**config.mk**
```make
export PLATFORM = sky130hd
export DESIGN_NAME = disk_block_request_to_chs_command
export DESIGN_NICKNAME = d
export VERILOG_FILES = /design/src/sv/dbchs_pkg.sv /design/src/sv/disk_block_request_to_chs_command.sv /design/src/sv/dbchs_ctrl.sv /design/src/sv/dbchs_datapath.sv
export SDC_FILE = /design/constraint.sdc
export NUM_CORES = 2
export LEC_CHECK = 0
export ABC_AREA = 0
export BUFFER_PORTS_ARGS = -buffer_cell sky130_fd_sc_hd__buf_2
export CORE_MARGIN = 3
export CORE_UTILIZATION = 30
export CTS_CLUSTER_SIZE = 16
export DETAILED_ROUTE_END_ITERATION = 12
export GPL_TIMING_DRIVEN = 0
export PLACE_DENSITY = 0.45
export SLEW_MARGIN = 20
export SYNTH_ARGS = -nofsm -noshare
export SYNTH_HDL_FRONTEND = slang
export SYNTH_SLANG_ARGS = --single-unit
```
**constraint.sdc**
```tcl
create_clock -name clk -period 18.8 [get_ports clk]
set_clock_uncertainty 0.15 [all_clocks]
set_input_delay 1.88 -clock clk [delete_from_list [all_inputs] [get_ports clk]]
set_output_delay 1.88 -clock clk [all_outputs]
set_load 0.005 [all_outputs]
```
**src/sv/dbchs_pkg.sv**
```systemverilog
package dbchs_pkg;

  // block configuration
  localparam int NUM_DEVICES       = 10;
  localparam int DEVICES_PER_DRIVE = 5;
  localparam int BLOCK_BYTES       = 1024;
  localparam int SECTORS_PER_TRACK = 17;

  // fixed geometry
  localparam int SECTOR_BYTES  = 512;
  localparam int SECTOR_SHIFT  = $clog2(SECTOR_BYTES);
  localparam int BLOCK_SHIFT   = $clog2(BLOCK_BYTES);
  localparam int BLOCK_SECTORS = BLOCK_BYTES / SECTOR_BYTES;
  localparam int DEV_IDX_W     = $clog2(NUM_DEVICES);
  localparam int BLK_SECTOR_W  = 32 - SECTOR_SHIFT;

  // divider sizing: absolute sector is one bit wider than a table entry
  localparam int SECTOR_W    = 33;
  localparam int DIV_W       = 6;
  localparam int RADIX_BITS  = 8;
  localparam int DIV_CYCLES  = (SECTOR_W + RADIX_BITS - 1) / RADIX_BITS;
  localparam int DIVIDEND_W  = DIV_CYCLES * RADIX_BITS;
  localparam int STEP_W      = (DIV_CYCLES > 1) ? $clog2(DIV_CYCLES) : 1;

  // command opcodes
  localparam logic [7:0] OP_READ  = 8'h08;
  localparam logic [7:0] OP_WRITE = 8'h0a;

  // command byte positions
  localparam logic [2:0] BYTE_OPCODE   = 3'd0;
  localparam logic [2:0] BYTE_HEAD     = 3'd1;
  localparam logic [2:0] BYTE_SECTOR   = 3'd2;
  localparam logic [2:0] BYTE_CYLINDER = 3'd3;
  localparam logic [2:0] BYTE_BLOCKS   = 3'd4;
  localparam logic [2:0] BYTE_CONTROL  = 3'd5;

  // configuration register indexes
  localparam logic [1:0] CFG_HEADS_FIRST    = 2'd0;
  localparam logic [1:0] CFG_HEADS_SECOND   = 2'd1;
  localparam logic [1:0] CFG_CONTROL_FIRST  = 2'd2;
  localparam logic [1:0] CFG_CONTROL_SECOND = 2'd3;

  typedef enum logic [1:0] {
    ST_OK          = 2'd0,
    ST_BAD_DEVICE  = 2'd1,
    ST_INVALID     = 2'd2,
    ST_BEYOND_END  = 2'd3
  } status_t;

  typedef enum logic [2:0] {
    S_IDLE,
    S_CHECK,
    S_DIV_TRACK,
    S_RELOAD,
    S_DIV_HEAD,
    S_EMIT
  } state_t;

  typedef struct packed {
    logic        mode;
    logic [3:0]  device;
    logic [31:0] entry_start;
    logic [31:0] entry_length;
    logic        is_write;
    logic [31:0] byte_position;
    logic [15:0] byte_count;
  } req_t;

  typedef struct packed {
    status_t     status;
    logic [7:0]  command_byte;
    logic [2:0]  byte_index;
    logic        last;
  } res_t;

  typedef struct packed {
    logic       accept;
    logic       check;
    logic       div_step;
    logic       div_reload;
    logic [2:0] index;
  } ctrl_cmd_t;

  typedef struct packed {
    logic check_fail;
    logic failed;
  } ctrl_sts_t;

  // device to drive number, a compare table over the small device range
  function automatic logic [3:0] drive_of(logic [3:0] dev);
    logic [3:0] d;
    d = '0;
    for (int i = 1; i < 16; i++) begin
      if (int'(dev) >= i * DEVICES_PER_DRIVE) d = 4'(i);
    end
    return d;
  endfunction

endpackage

```
**src/sv/disk_block_request_to_chs_command.sv**
```systemverilog
// Translates block requests into six-byte cylinder/head/sector controller
// commands. A load request (mode 0) writes one partition entry in the cycle
// it is taken and leaves busy low. A block request is checked, its absolute
// sector is divided by sectors per track and then by the drive's head count
// in a shared divider that retires eight quotient bits per cycle, and the
// six command bytes follow on consecutive cycles with strobe high. A block
// request holds busy high from acceptance until its last result, so no new
// request is taken before then; a rejected one gives its single result in
// the emit state that follows the check state. Results cannot be held off:
// the receiver must take each one in the cycle strobe is high. Configuration
// writes are always ready and should be made only while busy is low.
module disk_block_request_to_chs_command (
  input  logic            clk,
  input  logic            rst,
  input  logic            start,
  output logic            busy,
  input  dbchs_pkg::req_t request,
  input  logic            cfg_valid,
  output logic            cfg_ready,
  input  logic [1:0]      cfg_index,
  input  logic [7:0]      cfg_data,
  output logic            strobe,
  output dbchs_pkg::res_t result
);

  dbchs_pkg::ctrl_cmd_t cmd;
  dbchs_pkg::ctrl_sts_t sts;

  assign cfg_ready = 1'b1;

  // sequencer
  dbchs_ctrl u_ctrl (
    .clk    (clk),
    .rst    (rst),
    .start  (start),
    .mode   (request.mode),
    .sts    (sts),
    .cmd    (cmd),
    .busy   (busy),
    .strobe (strobe)
  );

  // tables, registers, divider and command bytes
  dbchs_datapath u_datapath (
    .clk       (clk),
    .rst       (rst),
    .cmd       (cmd),
    .request   (request),
    .cfg_we    (cfg_valid & cfg_ready),
    .cfg_index (cfg_index),
    .cfg_data  (cfg_data),
    .sts       (sts),
    .result    (result)
  );

endmodule

```
**src/sv/dbchs_ctrl.sv**
```systemverilog
module dbchs_ctrl (
  input  logic                 clk,
  input  logic                 rst,
  input  logic                 start,
  input  logic                 mode,
  input  dbchs_pkg::ctrl_sts_t sts,
  output dbchs_pkg::ctrl_cmd_t cmd,
  output logic                 busy,
  output logic                 strobe
);

  dbchs_pkg::state_t                state, state_next;
  logic [dbchs_pkg::STEP_W-1:0]     step, step_next;
  logic [2:0]                       index, index_next;

  // state and counters
  always_ff @(posedge clk) begin
    if (rst) begin
      state <= dbchs_pkg::S_IDLE;
      step  <= '0;
      index <= '0;
    end else begin
      state <= state_next;
      step  <= step_next;
      index <= index_next;
    end
  end

  // next state and commands
  always_comb begin
    state_next     = state;
    step_next      = step;
    index_next     = index;
    cmd            = '0;
    cmd.index      = index;
    busy           = 1'b1;
    strobe         = 1'b0;
    unique case (state)
      dbchs_pkg::S_IDLE: begin
        busy       = 1'b0;
        cmd.accept = start;
        step_next  = '0;
        index_next = '0;
        if (start && mode) state_next = dbchs_pkg::S_CHECK;
      end
      dbchs_pkg::S_CHECK: begin
        cmd.check = 1'b1;
        if (sts.check_fail) state_next = dbchs_pkg::S_EMIT;
        else                state_next = dbchs_pkg::S_DIV_TRACK;
      end
      dbchs_pkg::S_DIV_TRACK: begin
        cmd.div_step = 1'b1;
        step_next    = step + 1'b1;
        if (step == dbchs_pkg::STEP_W'(dbchs_pkg::DIV_CYCLES - 1)) begin
          step_next  = '0;
          state_next = dbchs_pkg::S_RELOAD;
        end
      end
      dbchs_pkg::S_RELOAD: begin
        cmd.div_reload = 1'b1;
        state_next     = dbchs_pkg::S_DIV_HEAD;
      end
      dbchs_pkg::S_DIV_HEAD: begin
        cmd.div_step = 1'b1;
        step_next    = step + 1'b1;
        if (step == dbchs_pkg::STEP_W'(dbchs_pkg::DIV_CYCLES - 1)) begin
          step_next  = '0;
          state_next = dbchs_pkg::S_EMIT;
        end
      end
      dbchs_pkg::S_EMIT: begin
        strobe     = 1'b1;
        index_next = index + 1'b1;
        if (sts.failed || index == dbchs_pkg::BYTE_CONTROL) begin
          index_next = '0;
          state_next = dbchs_pkg::S_IDLE;
        end
      end
      default: state_next = dbchs_pkg::S_IDLE;
    endcase
  end

endmodule

```
**src/sv/dbchs_datapath.sv**
```systemverilog
module dbchs_datapath (
  input  logic                 clk,
  input  logic                 rst,
  input  dbchs_pkg::ctrl_cmd_t cmd,
  input  dbchs_pkg::req_t      request,
  input  logic                 cfg_we,
  input  logic [1:0]           cfg_index,
  input  logic [7:0]           cfg_data,
  output dbchs_pkg::ctrl_sts_t sts,
  output dbchs_pkg::res_t      result
);

  dbchs_pkg::req_t   req_q;
  dbchs_pkg::status_t status_q, check_status;

  logic [31:0] start_tab [dbchs_pkg::NUM_DEVICES];
  logic [31:0] len_tab   [dbchs_pkg::NUM_DEVICES];

  logic [4:0] heads_first, heads_second;
  logic [7:0] control_first, control_second;

  logic [dbchs_pkg::DIVIDEND_W-1:0] quo, quo_next, q;
  logic [dbchs_pkg::DIV_W-1:0]      rem, rem_next, r, divisor, track_q;
  logic [dbchs_pkg::DIV_W:0]        t;

  logic                               wr_ok, dev_ok, beyond;
  logic [dbchs_pkg::DEV_IDX_W-1:0]    rd_idx;
  logic [dbchs_pkg::BLK_SECTOR_W-1:0] blk_sector;
  logic [dbchs_pkg::SECTOR_W-1:0]     abs_sector, end_sector;
  logic [3:0]                         drive;
  logic [4:0]                         heads_sel, heads_eff;
  logic [7:0]                         control_sel;

  // request capture and partition table load
  assign wr_ok = int'(request.device) < dbchs_pkg::NUM_DEVICES;

  always_ff @(posedge clk) begin
    if (cmd.accept) req_q <= request;
  end

  always_ff @(posedge clk) begin
    if (rst) begin
      for (int i = 0; i < dbchs_pkg::NUM_DEVICES; i++) begin
        start_tab[i] <= '0;
        len_tab[i]   <= '0;
      end
    end else if (cmd.accept && !request.mode && wr_ok) begin
      start_tab[request.device[dbchs_pkg::DEV_IDX_W-1:0]] <= request.entry_start;
      len_tab[request.device[dbchs_pkg::DEV_IDX_W-1:0]]   <= request.entry_length;
    end
  end

  // configuration registers
  always_ff @(posedge clk) begin
    if (rst) begin
      heads_first    <= 5'd4;
      heads_second   <= 5'd4;
      control_first  <= 8'd5;
      control_second <= 8'd5;
    end else if (cfg_we) begin
      unique case (cfg_index)
        dbchs_pkg::CFG_HEADS_FIRST:    heads_first    <= cfg_data[4:0];
        dbchs_pkg::CFG_HEADS_SECOND:   heads_second   <= cfg_data[4:0];
        dbchs_pkg::CFG_CONTROL_FIRST:  control_first  <= cfg_data;
        dbchs_pkg::CFG_CONTROL_SECOND: control_second <= cfg_data;
        default: ;
      endcase
    end
  end

  // request checks and absolute sector
  assign dev_ok     = int'(req_q.device) < dbchs_pkg::NUM_DEVICES;
  assign rd_idx     = dev_ok ? req_q.device[dbchs_pkg::DEV_IDX_W-1:0] : '0;
  assign blk_sector = req_q.byte_position[31:dbchs_pkg::SECTOR_SHIFT];
  assign end_sector = dbchs_pkg::SECTOR_W'(blk_sector)
                    + dbchs_pkg::SECTOR_W'(dbchs_pkg::BLOCK_SECTORS);
  assign beyond     = end_sector > dbchs_pkg::SECTOR_W'(len_tab[rd_idx]);
  assign abs_sector = dbchs_pkg::SECTOR_W'(blk_sector)
                    + dbchs_pkg::SECTOR_W'(start_tab[rd_idx]);

  always_comb begin
    priority if (!dev_ok)
      check_status = dbchs_pkg::ST_BAD_DEVICE;
    else if (req_q.byte_count != 16'(dbchs_pkg::BLOCK_BYTES))
      check_status = dbchs_pkg::ST_INVALID;
    else if (req_q.byte_position[dbchs_pkg::BLOCK_SHIFT-1:0] != '0)
      check_status = dbchs_pkg::ST_INVALID;
    else if (beyond)
      check_status = dbchs_pkg::ST_BEYOND_END;
    else
      check_status = dbchs_pkg::ST_OK;
  end

  assign sts.check_fail = check_status != dbchs_pkg::ST_OK;
  assign sts.failed     = status_q != dbchs_pkg::ST_OK;

  // drive selection
  assign drive       = dbchs_pkg::drive_of(req_q.device);
  assign heads_sel   = (drive == 4'd0) ? heads_first : heads_second;
  assign heads_eff   = (heads_sel == 5'd0) ? 5'd1 : heads_sel;
  assign control_sel = (drive == 4'd0) ? control_first : control_second;

  // restoring divider, several quotient bits per cycle
  always_comb begin
    r = rem;
    q = quo;
    t = '0;
    for (int i = 0; i < dbchs_pkg::RADIX_BITS; i++) begin
      t = {r, q[dbchs_pkg::DIVIDEND_W-1]};
      q = {q[dbchs_pkg::DIVIDEND_W-2:0], 1'b0};
      if (t >= {1'b0, divisor}) begin
        t    = t - {1'b0, divisor};
        q[0] = 1'b1;
      end
      r = t[dbchs_pkg::DIV_W-1:0];
    end
    rem_next = r;
    quo_next = q;
  end

  // first pass divides by sectors per track, second by heads
  always_ff @(posedge clk) begin
    if (cmd.check) begin
      status_q <= check_status;
      quo      <= dbchs_pkg::DIVIDEND_W'(abs_sector);
      rem      <= '0;
      divisor  <= dbchs_pkg::DIV_W'(dbchs_pkg::SECTORS_PER_TRACK);
    end else if (cmd.div_reload) begin
      track_q <= rem;
      rem     <= '0;
      divisor <= dbchs_pkg::DIV_W'(heads_eff);
    end else if (cmd.div_step) begin
      quo <= quo_next;
      rem <= rem_next;
    end
  end

  // command byte selection
  always_comb begin
    result.status       = status_q;
    result.byte_index   = cmd.index;
    result.last         = cmd.index == dbchs_pkg::BYTE_CONTROL;
    result.command_byte = '0;
    unique case (cmd.index)
      dbchs_pkg::BYTE_OPCODE:
        result.command_byte = req_q.is_write ? dbchs_pkg::OP_WRITE : dbchs_pkg::OP_READ;
      dbchs_pkg::BYTE_HEAD:
        result.command_byte = 8'(rem) | {drive[2:0], 5'b0};
      dbchs_pkg::BYTE_SECTOR:
        result.command_byte = {quo[9:8], 6'b0} | 8'(track_q);
      dbchs_pkg::BYTE_CYLINDER:
        result.command_byte = quo[7:0];
      dbchs_pkg::BYTE_BLOCKS:
        result.command_byte = 8'(dbchs_pkg::BLOCK_SECTORS);
      dbchs_pkg::BYTE_CONTROL:
        result.command_byte = control_sel;
      default:
        result.command_byte = '0;
    endcase
    // rejected request: a single zero byte
    if (status_q != dbchs_pkg::ST_OK) begin
      result.command_byte = '0;
      result.byte_index   = '0;
      result.last         = 1'b1;
    end
  end

endmodule
```
==> reports/summary.json <==
{
  "synthesis": {
    "syn_avg_cell_area_um2": 11.9,
    "synth-async-reset-ratio_pct": 0,
    "netlist_area_um2": 38800,
    "post-synth-top-count-cell": "edfxtp_1",
    "top_cells_by_count_synth": "edfxtp_1, nor2_1, nand2_1, o21ai_0, clkbuf_1",
    "yosysSeqAreaShare_pct": 62.7,
    "synth.top_cells.by_area": "edfxtp_1, nor2_1, mux4_2",
    "synth_seq_cells": 829,
    "synthDistinctLibCells": 84,
    "yosys_warnings": 0,
    "synth_top_area_share_pct": 60.0,
    "synth_edf_count": 776,
    "ys.flop_type": "edfxtp_1",
    "synth_top_area_cell": "edfxtp_1",
    "netlist_instances": 3269
  },
  "timing": {
    "finalCriticalPeriod_ns": 17.33,
    "timing.final.setup_violations": 0,
    "report.final.slew_viol_count": 0,
    "layout_worst_path_cycle_share_pct": 92.2,
    "fmax_mhz": 57.7,
    "hold_viol": 0,
    "worst_slew_pin_slew_ns": 1.15,
    "grt_setup_unrepaired": "false",
    "timing.slew.headroom_pct": 23.2
  },
  "grt": {
    "pin_count_of_the_biggest_net_entering_global_routing": 40,
    "grt-ovfl-total": 0,
    "grt_pass1_wl_um": 190000,
    "total_routing_usage_gr_pct": 19.3,
    "via_count_of_the_first_global_routing_pass": 27000,
    "antenna_found_initial": 5
  },
  "critical_path": {
    "critPathLaunchType": "flip-flop",
    "timing.critical_path.max_delay_family": "compound AO/OA/AOI/OAI gates",
    "worst_ep_arrival_time_ns": 17.73,
    "cp.buffers_inverters": 10,
    "timing.critical_path.mode_cell": "a21o_1",
    "timing.critical_path.fanout_max": 10,
    "crit_required_ns": 19.20,
    "end_kind": "flip-flop",
    "worst-setup-path-type": "flip-flop to flip-flop",
    "critical-path-slowest-cell": "nor2_1",
    "cp_slowest_stage_delay_ns": 0.45
  },
  "cts": {
    "cts_root_buffer_type": "clkbuf_16",
    "cts_inserted_buffers": 96,
    "tritoncts": "built",
    "insertion_delay_ns": 0.71,
    "path_clk_slew_ns": 0.05,
    "cts_buffer_depth": 3,
    "clkSinkCount": 829,
    "htree_num_levels": 3,
    "cts_hold_buffers": 0
  },
  "die": {
    "floorplan.initialDensity_pct": 30.3,
    "design.die.area_um2": 134000,
    "num_rows": 131,
    "core_area_um2": 128000,
    "die_height_um": 366,
    "die-width_um": 366,
    "ioPinCount": 149
  },
  "route": {
    "via_count": 26900,
    "totalWireLength_um": 131000,
    "post_drt_wl_per_cell_um": 24.4,
    "route.detailed.drc": 0,
    "dr.pass1.iters": 7,
    "route.detailed.vias_per_inst": 5.00,
    "drt_iter0_markers": 2527,
    "remaining_antenna_violation_count": 0
  },
  "placed_design": {
    "post-dp-hpwl_um": 91300,
    "place.port_buffers": 147,
    "globalplace.congestion": 0.837
  },
  "min_path": {
    "hold_path_class": "flip-flop to flip-flop"
  },
  "run_status": {
    "status": "finished, final reports clean"
  },
  "flow_run": {
    "maxCapViolCount": 0
  },
  "cells_and_area": {
    "antenna_diodes": 0,
    "post_route_cells_drive_above_1_share_pct": 12.6,
    "areaGrowthSynthToFinish_pct": 17.4,
    "nNetsFinal": 3820,
    "final_core_utilization_pct": 35.6,
    "fillers": 12800,
    "multi_input_comb_area_um2": 13500,
    "final-seq-area_um2": 24400
  }
}
-- tightest hold or removal path, delay by kind of cell (launching register included) --
family | cells | cell delay, ns
DFF | 1 | 0.31
and+or+nand+nor | 1 | 0.05
AOI/OAI and AO/OA | 1 | 0.05
-- final timing paths --
kind              cells after the start                   startpoint  slack, ns                     endpoint
hold reg to reg                       2  u_datapath.control_first[3]       0.30  u_datapath.control_first[3]
setup reg to reg                     76        u_datapath.divisor[3]       1.47            u_datapath.rem[1]
setup / recovery                     76        u_datapath.divisor[3]       1.47            u_datapath.rem[1]
hold / removal                        2  u_datapath.control_first[3]       0.30  u_datapath.control_first[3]
-- cells in the final DEF, fill, tap and decap left out, types with 24 or more instances in the layout --
master,n
a211oi_1,50
a21o_1,35
a21oi_1,119
a31oi_1,28
buf_1,43
buf_2,153
clkbuf_1,136
clkbuf_16,97
conb_1,43
dfxtp_1,52
edfxtp_1,776
ha_1,95
inv_1,120
mux2i_1,89
mux4_2,63
nand2_1,309
nand3_1,51
nor2_1,675
nor2b_1,24
nor3_1,31
o21ai_0,156
xnor2_1,46
xor2_1,27
-- layer usage --
layer / GRT usage [%] / part of all wire (%) / up-vias
met2: 32.8 / 49 / 725
met3: 2.66 / 4.9 / 168
met1: 25.7 / 43 / 13600
li1: - / - / 12500
met5: 0 / 0 / -
met4: 5.67 / 2.8 / 0
-- flip-flops by register name (all words and copies together) (netlist names), 6 cells and up --
| name | flops |
|---|---|
| u_datapath.len_tab | 362 |
| u_datapath.start_tab | 320 |
| u_datapath.quo | 40 |
| u_datapath.req_q | 30 |
| u_datapath.blk_sector | 23 |
| u_datapath.control_first | 8 |
| u_datapath.control_second | 8 |
| u_datapath.rem | 6 |
| u_datapath.track_q | 6 |
-- cell type report --
class                      instances  area share [%]
tap                             1729            4.75
inverter                         124            1.04
clock inverter                    59            1.18
buffer                           190            1.69
timing repair buffer             176            2.73
sequential                       829            53.5
clock buffer                     113            5.46
multi-input combinational       2167            29.7
-- stage by stage --
stage	area (µm²)	hold WS, ns	worst slack (ns)	cells	TNS (ns)
4_1_cts	45500	0.305	0.0670	5379	0
5_1_grt	45600	0.324	0.0931	5387	0
6_report	45600	0.304	1.47	5387	0
3_5_place_dp	42400	0.298	-0.850	5205	-4.90
3_3_place_gp	41900	0.294	-0.745	5186	-4.18
2_1_floorplan	39000	0.286	2.60	3310	0
-- cell families (layout without fill, tap and decap cells) --
family | count (synthesis) | count (layout) | share of synthesized area, %
muxes | 171 | 171 | 6.49
xor gates and xnor gates | 73 | 73 | 1.65
adders and majority gates | 105 | 105 | 3.55
other | 2 | 43 | 0.0193
DFF | 829 | 829 | 62.7
AOI/OAI and AO/OA | 555 | 555 | 9.30
and+or+nand+nor | 1220 | 1220 | 13.2
buffers and inverters | 314 | 662 | 3.11
-- what timing repair did --
item                       CTS  global route
setup buffers                2             8
setup endpoints to repair    7             7
hold endpoints to repair     0             0
gates resized for setup      5             9
pin swaps                    1             1
Power is left out: the tool's default activity adds up to more than one toggle a clock period on the data nets, which glitch-free logic cannot reach.
